<file path="src/hdl/ctfq_pkg.sv">
// Package: shared types and constants for the CAN transmit frame queue.
`timescale 1ns / 1ps

package ctfq_pkg;

    typedef enum logic [1:0] {
        CMD_PUSH  = 2'd0,
        CMD_POP   = 2'd1,
        CMD_CLEAR = 2'd2,
        CMD_NOP   = 2'd3
    } t_cmd;

    // One stored CAN frame.
    typedef struct packed {
        logic [7:0]  port;
        logic [7:0]  board;
        logic [31:0] tick;
        logic [10:0] std_id;
        logic [28:0] ext_id;
        logic        ide;
        logic        rtr;
        logic [3:0]  dlc;
        logic [63:0] payload;
    } t_frame;

    localparam int FRAME_W = $bits(t_frame);

    // Status of one processed item.
    typedef struct packed {
        logic accepted;
        logic pop_valid;
        logic full_flag;
    } t_flags;

    // One result item.
    typedef struct packed {
        t_flags flags;
        t_frame frame;
    } t_result;

    // Output queue size, enough to cover the two-stage read pipeline.
    localparam int OUT_DEPTH = 4;
    localparam int OUT_AW    = $clog2(OUT_DEPTH);
    localparam int OUT_CW    = $clog2(OUT_DEPTH + 1);

endpackage

</file>
<file path="src/hdl/can_tx_frame_queue.sv">
// Top level of the CAN transmit frame queue.
`timescale 1ns / 1ps

// Transmit queue for CAN frames, DEPTH slots deep. Each input item carries a
// command: push a frame, pop the oldest frame, or clear the sticky full flag
// (the fourth code does nothing). Every item yields exactly one result item
// with the accepted and pop_valid flags, the popped frame (all zero unless
// pop_valid) and the full flag as it stands after the command. A push is
// taken only while the full flag is clear; once DEPTH frames are queued the
// flag sets, and a push after a clear command overwrites the next ring slot
// without queueing it. The flag clears when a pop empties the queue or on a
// clear command. Throughput is one item per clock while o_stall is low.
// Each result comes from a read of the slot-index RAM followed by a read of
// the frame RAM at that slot. Results then wait in a four-entry output
// queue; o_stall rises when that queue plus the two pipeline stages could
// be full, so a downstream stall backs up to the input. Frame slots hold
// nothing meaningful until written; only slots that were pushed are ever
// read back.
module can_tx_frame_queue #(
    parameter int DEPTH = 16
) (
    input  logic        i_clk,
    input  logic        i_rst_n,
    // input channel
    input  logic        i_valid,
    output logic        o_stall,
    input  logic [1:0]  i_command,
    input  logic [7:0]  i_port_in,
    input  logic [7:0]  i_board_in,
    input  logic [31:0] i_tick_in,
    input  logic [10:0] i_std_id_in,
    input  logic [28:0] i_ext_id_in,
    input  logic        i_ide_in,
    input  logic        i_rtr_in,
    input  logic [3:0]  i_dlc_in,
    input  logic [63:0] i_payload_in,
    // output channel
    output logic        o_valid,
    input  logic        i_stall,
    output logic        o_accepted,
    output logic        o_pop_valid,
    output logic [7:0]  o_port_out,
    output logic [7:0]  o_board_out,
    output logic [31:0] o_tick_out,
    output logic [10:0] o_std_id_out,
    output logic [28:0] o_ext_id_out,
    output logic        o_ide_out,
    output logic        o_rtr_out,
    output logic [3:0]  o_dlc_out,
    output logic [63:0] o_payload_out,
    output logic        o_full_flag
);
    import ctfq_pkg::*;

    localparam int AW = $clog2(DEPTH);

    logic          accept;
    t_cmd          cmd;
    t_frame        frame_in;
    t_frame        frame_rd;
    logic          frame_we, idx_we;
    logic [AW-1:0] slot, idx_waddr, idx_raddr, idx_rdata;
    t_flags        flags;

    // Pipeline stage flags: s1 = index read in flight, s2 = frame read done.
    logic          r_s1_valid, r_s2_valid;
    t_flags        r_s1_flags, r_s2_flags;

    t_result       result_in, result_out;
    logic [OUT_CW-1:0] q_count;
    logic [OUT_CW-1:0] occupancy;

    // Credit check: every item in flight has a guaranteed queue entry.
    assign occupancy = q_count + OUT_CW'(r_s1_valid) + OUT_CW'(r_s2_valid);
    assign o_stall   = (occupancy >= OUT_CW'(OUT_DEPTH));
    assign accept    = i_valid && !o_stall;
    assign cmd       = t_cmd'(i_command);

    assign frame_in.port    = i_port_in;
    assign frame_in.board   = i_board_in;
    assign frame_in.tick    = i_tick_in;
    assign frame_in.std_id  = i_std_id_in;
    assign frame_in.ext_id  = i_ext_id_in;
    assign frame_in.ide     = i_ide_in;
    assign frame_in.rtr     = i_rtr_in;
    assign frame_in.dlc     = i_dlc_in;
    assign frame_in.payload = i_payload_in;

    ctfq_ctrl #(
        .DEPTH (DEPTH)
    ) u_ctrl (
        .i_clk       (i_clk),
        .i_rst_n     (i_rst_n),
        .i_accept    (accept),
        .i_cmd       (cmd),
        .o_frame_we  (frame_we),
        .o_slot      (slot),
        .o_idx_we    (idx_we),
        .o_idx_waddr (idx_waddr),
        .o_idx_raddr (idx_raddr),
        .o_flags     (flags)
    );

    // Slot numbers of queued frames, oldest at the read pointer.
    ctfq_ram #(
        .WIDTH (AW),
        .DEPTH (DEPTH)
    ) u_idx_ram (
        .i_clk   (i_clk),
        .i_we    (idx_we),
        .i_waddr (idx_waddr),
        .i_wdata (slot),
        .i_raddr (idx_raddr),
        .o_rdata (idx_rdata)
    );

    // Frame ring. The read in the clock after a pop sees the slot before any
    // push taken in that same clock (read-first), which is the right order.
    ctfq_ram #(
        .WIDTH (FRAME_W),
        .DEPTH (DEPTH)
    ) u_frame_ram (
        .i_clk   (i_clk),
        .i_we    (frame_we),
        .i_waddr (slot),
        .i_wdata (frame_in),
        .i_raddr (idx_rdata),
        .o_rdata (frame_rd)
    );

    always_ff @(posedge i_clk) begin
        if (!i_rst_n) begin
            r_s1_valid <= 1'b0;
            r_s2_valid <= 1'b0;
        end else begin
            r_s1_valid <= accept;
            r_s2_valid <= r_s1_valid;
        end
    end

    always_ff @(posedge i_clk) begin
        r_s1_flags <= flags;
        r_s2_flags <= r_s1_flags;
    end

    // Frame fields read as zero on every result that is not a pop.
    assign result_in.flags = r_s2_flags;
    assign result_in.frame = r_s2_flags.pop_valid ? frame_rd : '0;

    ctfq_out_fifo u_out_fifo (
        .i_clk   (i_clk),
        .i_rst_n (i_rst_n),
        .i_push  (r_s2_valid),
        .i_data  (result_in),
        .i_pop   (!i_stall),
        .o_valid (o_valid),
        .o_data  (result_out),
        .o_count (q_count)
    );

    assign o_accepted    = result_out.flags.accepted;
    assign o_pop_valid   = result_out.flags.pop_valid;
    assign o_full_flag   = result_out.flags.full_flag;
    assign o_port_out    = result_out.frame.port;
    assign o_board_out   = result_out.frame.board;
    assign o_tick_out    = result_out.frame.tick;
    assign o_std_id_out  = result_out.frame.std_id;
    assign o_ext_id_out  = result_out.frame.ext_id;
    assign o_ide_out     = result_out.frame.ide;
    assign o_rtr_out     = result_out.frame.rtr;
    assign o_dlc_out     = result_out.frame.dlc;
    assign o_payload_out = result_out.frame.payload;

endmodule

</file>
<file path="src/hdl/ctfq_ram.sv">
// Generic single-port-write, single-port-read RAM with registered read data.
`timescale 1ns / 1ps

module ctfq_ram #(
    parameter int WIDTH = 8,
    parameter int DEPTH = 16
) (
    input  logic                     i_clk,
    input  logic                     i_we,
    input  logic [$clog2(DEPTH)-1:0] i_waddr,
    input  logic [WIDTH-1:0]         i_wdata,
    input  logic [$clog2(DEPTH)-1:0] i_raddr,
    output logic [WIDTH-1:0]         o_rdata
);

    logic [WIDTH-1:0] r_mem [DEPTH];
    logic [WIDTH-1:0] r_rdata;

    // Read-first: a read and write to the same address return the old word.
    always_ff @(posedge i_clk) begin
        if (i_we) begin
            r_mem[i_waddr] <= i_wdata;
        end
        r_rdata <= r_mem[i_raddr];
    end

    assign o_rdata = r_rdata;

endmodule

</file>
<file path="src/hdl/ctfq_ctrl.sv">
// Queue control: slot pointer, index FIFO pointers, entry count and sticky full flag.
`timescale 1ns / 1ps

module ctfq_ctrl #(
    parameter int DEPTH = 16
) (
    input  logic                     i_clk,
    input  logic                     i_rst_n,
    input  logic                     i_accept,
    input  ctfq_pkg::t_cmd           i_cmd,
    output logic                     o_frame_we,
    output logic [$clog2(DEPTH)-1:0] o_slot,
    output logic                     o_idx_we,
    output logic [$clog2(DEPTH)-1:0] o_idx_waddr,
    output logic [$clog2(DEPTH)-1:0] o_idx_raddr,
    output ctfq_pkg::t_flags         o_flags
);
    import ctfq_pkg::*;

    localparam int AW = $clog2(DEPTH);
    localparam int CW = $clog2(DEPTH + 1);
    localparam logic [AW-1:0] LAST = AW'(DEPTH - 1);
    localparam logic [CW-1:0] FULL = CW'(DEPTH);

    logic [AW-1:0] r_slot, n_slot;
    logic [AW-1:0] r_in,   n_in;
    logic [AW-1:0] r_out,  n_out;
    logic [CW-1:0] r_count, n_count;
    logic          r_full,  n_full;
    logic          frame_we, idx_we, accepted, pop_valid;

    always_comb begin
        n_slot    = r_slot;
        n_in      = r_in;
        n_out     = r_out;
        n_count   = r_count;
        n_full    = r_full;
        frame_we  = 1'b0;
        idx_we    = 1'b0;
        accepted  = 1'b0;
        pop_valid = 1'b0;
        if (i_accept) begin
            case (i_cmd)
                CMD_PUSH: begin
                    if (!r_full) begin
                        accepted = 1'b1;
                        frame_we = 1'b1;
                        n_slot   = (r_slot == LAST) ? '0 : r_slot + 1'b1;
                        if (r_count == FULL) begin
                            // index FIFO already holds every slot: overwrite only
                            n_full = 1'b1;
                        end else begin
                            idx_we  = 1'b1;
                            n_in    = (r_in == LAST) ? '0 : r_in + 1'b1;
                            n_count = r_count + 1'b1;
                            if (n_count == FULL) begin
                                n_full = 1'b1;
                            end
                        end
                    end
                end
                CMD_POP: begin
                    if (r_count != '0) begin
                        pop_valid = 1'b1;
                        n_out     = (r_out == LAST) ? '0 : r_out + 1'b1;
                        n_count   = r_count - 1'b1;
                        if (n_count == '0) begin
                            n_full = 1'b0;
                        end
                    end
                end
                CMD_CLEAR: begin
                    n_full = 1'b0;
                end
                default: begin
                end
            endcase
        end
    end

    always_ff @(posedge i_clk) begin
        if (!i_rst_n) begin
            r_slot  <= '0;
            r_in    <= '0;
            r_out   <= '0;
            r_count <= '0;
            r_full  <= 1'b0;
        end else begin
            r_slot  <= n_slot;
            r_in    <= n_in;
            r_out   <= n_out;
            r_count <= n_count;
            r_full  <= n_full;
        end
    end

    assign o_frame_we          = frame_we;
    assign o_slot              = r_slot;
    assign o_idx_we            = idx_we;
    assign o_idx_waddr         = r_in;
    assign o_idx_raddr         = r_out;
    assign o_flags.accepted    = accepted;
    assign o_flags.pop_valid   = pop_valid;
    assign o_flags.full_flag   = n_full;

endmodule

</file>
<file path="src/hdl/ctfq_out_fifo.sv">
// Small result queue that decouples the read pipeline from output stalls.
`timescale 1ns / 1ps

module ctfq_out_fifo (
    input  logic                          i_clk,
    input  logic                          i_rst_n,
    input  logic                          i_push,
    input  ctfq_pkg::t_result             i_data,
    input  logic                          i_pop,
    output logic                          o_valid,
    output ctfq_pkg::t_result             o_data,
    output logic [ctfq_pkg::OUT_CW-1:0]   o_count
);
    import ctfq_pkg::*;

    t_result           r_buf [OUT_DEPTH];
    logic [OUT_AW-1:0] r_wr, r_rd;
    logic [OUT_CW-1:0] r_count;
    logic              pop;

    assign pop = i_pop && (r_count != '0);

    always_ff @(posedge i_clk) begin
        if (i_push) begin
            r_buf[r_wr] <= i_data;
        end
    end

    always_ff @(posedge i_clk) begin
        if (!i_rst_n) begin
            r_wr    <= '0;
            r_rd    <= '0;
            r_count <= '0;
        end else begin
            if (i_push) begin
                r_wr <= r_wr + 1'b1;
            end
            if (pop) begin
                r_rd <= r_rd + 1'b1;
            end
            r_count <= r_count + OUT_CW'(i_push) - OUT_CW'(pop);
        end
    end

    assign o_valid = (r_count != '0);
    assign o_data  = r_buf[r_rd];
    assign o_count = r_count;

endmodule
</file>
<file path="config.mk">
export PLATFORM = sky130hd
export DESIGN_NAME = can_tx_frame_queue
export DESIGN_NICKNAME = d
export VERILOG_FILES = /design/src/hdl/ctfq_pkg.sv /design/src/hdl/can_tx_frame_queue.sv /design/src/hdl/ctfq_ram.sv /design/src/hdl/ctfq_ctrl.sv /design/src/hdl/ctfq_out_fifo.sv
export SDC_FILE = /design/constraint.sdc
export NUM_CORES = 2
export LEC_CHECK = 0
export BUFFER_PORTS_ARGS = -buffer_cell sky130_fd_sc_hd__buf_2
export CAP_MARGIN = 20
export CORE_UTILIZATION = 55
export DETAILED_ROUTE_END_ITERATION = 10
export GPL_TIMING_DRIVEN = 1
export PLACE_DENSITY = 0.72
export SYNTH_ARGS = -nofsm -noshare
export SYNTH_HDL_FRONTEND = slang
export SYNTH_SLANG_ARGS = --single-unit
</file>
<file path="constraint.sdc">
create_clock -name i_clk -period 30.2 [get_ports i_clk]
set_input_delay 1.51 -clock i_clk [delete_from_list [all_inputs] [get_ports i_clk]]
set_output_delay 1.51 -clock i_clk [all_outputs]
set_load 0.03 [all_outputs]
</file>
==> metrics.csv <==
stage;metric;value;unit
run;cap_viol_max_count;0;
die;ioPinCount;327;
global_route;grt_max_degree;142;
sta;hold_viol;0;
sta;skew;0.08946;ns
synth;syn_avg_cell_area;24.38;µm²
cts;cts_tree;yes;
die;fp.dieH;482.0;µm
pwr;p_leak;0.04448;µW
hold_path;hold_class;flop to flop;
synth;ys_seq_elements;3433;
die;fp-row-count;175;
sta;timing_worst_slew_pin_value;1.187;ns
critical_path;crit_type;flop to output pin;
detailed_routing;wl_per_cell;30.86;µm
place;dp_hpwl;146100;µm
critical_path;cpPeakStageDelay;0.80;ns
global_route;grtUsageMet1;0.3335;
sta;fmax;0.1751;GHz
synth;ys_types;51;
global_route;gr-total-overflow;0;
global_route;grt_use_total;0.2430;
critical_path;slowest_stage;dfxtp_4;
cts;cts.path.max_buffers;4;
final_layout;layout.nets;5894;
synth;seq_area_frac_synth;0.7979;
critical_path;path_cells;buf_4 -> buf_4 -> mux4_2 -> buf_2;
critical_path;crit_path_start_kind;flop;
cts;cts_setup_buffers;0;
pwr;peakVddDrop;72.47;µV
global_route;grt_use_met3;0.06099;
sta;slew_headroom;0.2088;
cts;h-tree-depth;5;
die;start_util;0.5554;
cts;clock_tree.root_cell;clkbuf_16;
cts;cts.sinks;3433;
place;gp_congestion;0.7492;
critical_path;critPathMostFrequentCell;buf_4;
global_route;grt_pass1_vias;58410;
final_layout;layout.cells.non_filler;9009;
pwr;power.density;71.76;nW/µm²
sta;period_share;0.1891;
sta;rsz0062_at_grt;no;
die;core;228200;µm²
detailed_routing;drtPass1Iterations;5;
synth;syn_area;126700;µm²
run_status;outcome;finished clean;
critical_path;cp_data_required_time;28.69;ns
synth;syn-instance-count;5197;
detailed_routing;remaining_drc_errors;0;
detailed_routing;via_per_inst;6.282;
synth;synth_top_cell_area_share;0.7668;
detailed_routing;wl;278000;µm
final_layout;layout_commonest_cell;edfxtp_1;
place;port_buffers;326;
critical_path;arrival;4.20;ns
cts;clk_latency;0.96;ns
detailed_routing;ant_nets;0;
place;dp.cells;8372;
final_layout;mostFrequentLayoutCells;edfxtp_1, mux4_2, clkbuf_16, buf_2, dfxtp_1;
cts;cts_buffers;344;
sta;tns;0;ns
die;die_area;232300;µm²
die;die_w;482.0;µm
global_route;antenna_found_initial;92;
global_route;grt_busiest_layer;met2;
final_layout;syn_to_final_growth;12.71;%
global_route;grt_first_pass_wirelength;403000;µm
detailed_routing;drt_iter0_markers;6090;
detailed_routing;num_vias;56590;
cts;cts_resized;0;
synth;yosysWarnings;0;
sta;fin_crit;5.710;ns
critical_path;crit_fanout;42;
synth;synth_async_sr_flop_share;0;
cts;clk_pin_slew;0.06;ns
global_route;use_met2;0.3923;
critical_path;end_kind;output pin;
synth;yosys_most_used_dff;edfxtp_1;
critical_path;r2r_slack;24.79;ns
sta;setup_viol;0;
sta;drv_slew;0;
synth;post-synth-top-area-cell;edfxtp_1;
synth;synth.area.top_cells;edfxtp_1, mux4_2, dfxtp_1, and2_1, mux2i_1;
final_layout;drive_above_1_share;0.3083;
synth;synth.net_count;5382;
cts;cts_hold_buffers;0;
synth;synth_edf_count;3236;
## flip-flops by register name, summed over array words and instances (netlist names), 4 cells and up, named ones only
name and count:
u_ctrl.r_count 5, u_frame_ram.r_mem 2528, u_ctrl.o_slot 4, u_ctrl.o_idx_waddr 4, u_frame_ram.o_rdata 158, u_idx_ram.r_mem 64, u_idx_ram.o_rdata 4, u_out_fifo.r_buf 644
u_ctrl.o_idx_raddr 4
## per-stage QoR
step | power (µW) | hold WS, ns | util | area [µm²] | setup slack (ns)
finish | 10250 | 0.3281 | 0.6261 | 142800 | 24.49
global route | 10550 | 0.3325 | 0.6260 | 142800 | 24.13
CTS | 10330 | 0.3261 | 0.6258 | 142800 | 24.28
detailed placement | 6308 | 0.3133 | 0.5790 | 132100 | 24.25
global placement | 6300 | 0.3100 | 0.5790 | 132100 | 24.34
floorplan | 6029 | 0.3096 | - | 126700 | 16.28
## critical path, delay by kind of cell (launching register included)
kind | cells | cell delay (ns)
buffers and inverters | 3 | 1.61
flip-flops | 1 | 0.80
multiplexers | 1 | 0.63
## power breakdown
part | leakage [µW] | internal, µW | switching, µW
combinational | 0.00892 | 358 | 503
sequential | 0.0303 | 5270 | 64.9
clock | 0.00523 | 2360 | 1690
total | 0.0445 | 7990 | 2260
## logic make-up after synthesis
kind of cell | Yosys count | share of synthesized area
xor+xnor | 10 | 0.0006912
simple gates | 327 | 0.01493
mux | 980 | 0.1677
flops | 3433 | 0.7979
compound gates | 145 | 0.007425
fa+ha+maj | 21 | 0.002133
buf+inv | 281 | 0.009261
## cell type report
type                            instances  area, µm²
Timing Repair Buffer                  431       2570
Clock inverter                        133       1185
Multi-Input combinational cell       1483      24560
Inverter                               16      60.06
Antenna cell                           23      57.56
Tap cell                             3009       3765
Fill cell                           14920      85320
Sequential cell                      3433     101100
Clock buffer                          481       9502
## routing by layer
layer | vias up | wire length [µm]
met5 | - | 425
met3 | 484 | 24150
met4 | 68 | 6210
met2 | 2391 | 138200
met1 | 30500 | 109000
li1 | 23150 | -
## cells in the mapped netlist, types with 4 or more instances
cell type  instances
a211oi_1          58
a21oi_1           64
and2_1           165
buf_1             16
buf_2             83
clkbuf_1         164
dfxtp_1          197
edfxtp_1        3236
ha_1              20
inv_1             16
mux2i_1           65
mux4_2           914
nand2_1           17
nand2b_1           7
nand3_1            5
nor2_1            43
nor2b_1           59
nor3_1            12
o21ai_0            4
or3_1              6
xnor2_1            7
## path summary, 6_finish.rpt
kind / from / endpoint / depth (start not counted)
min reg2reg: r_s1_flags[2] / r_s2_flags[2] / 0
max: flop / o_ext_id_out[1] / 4
min: r_s1_flags[2] / r_s2_flags[2] / 0
max reg2reg: r_s2_valid / u_frame_ram.r_mem[3][131] / 9
Note: power is estimated with default switching activity, not from simulation.
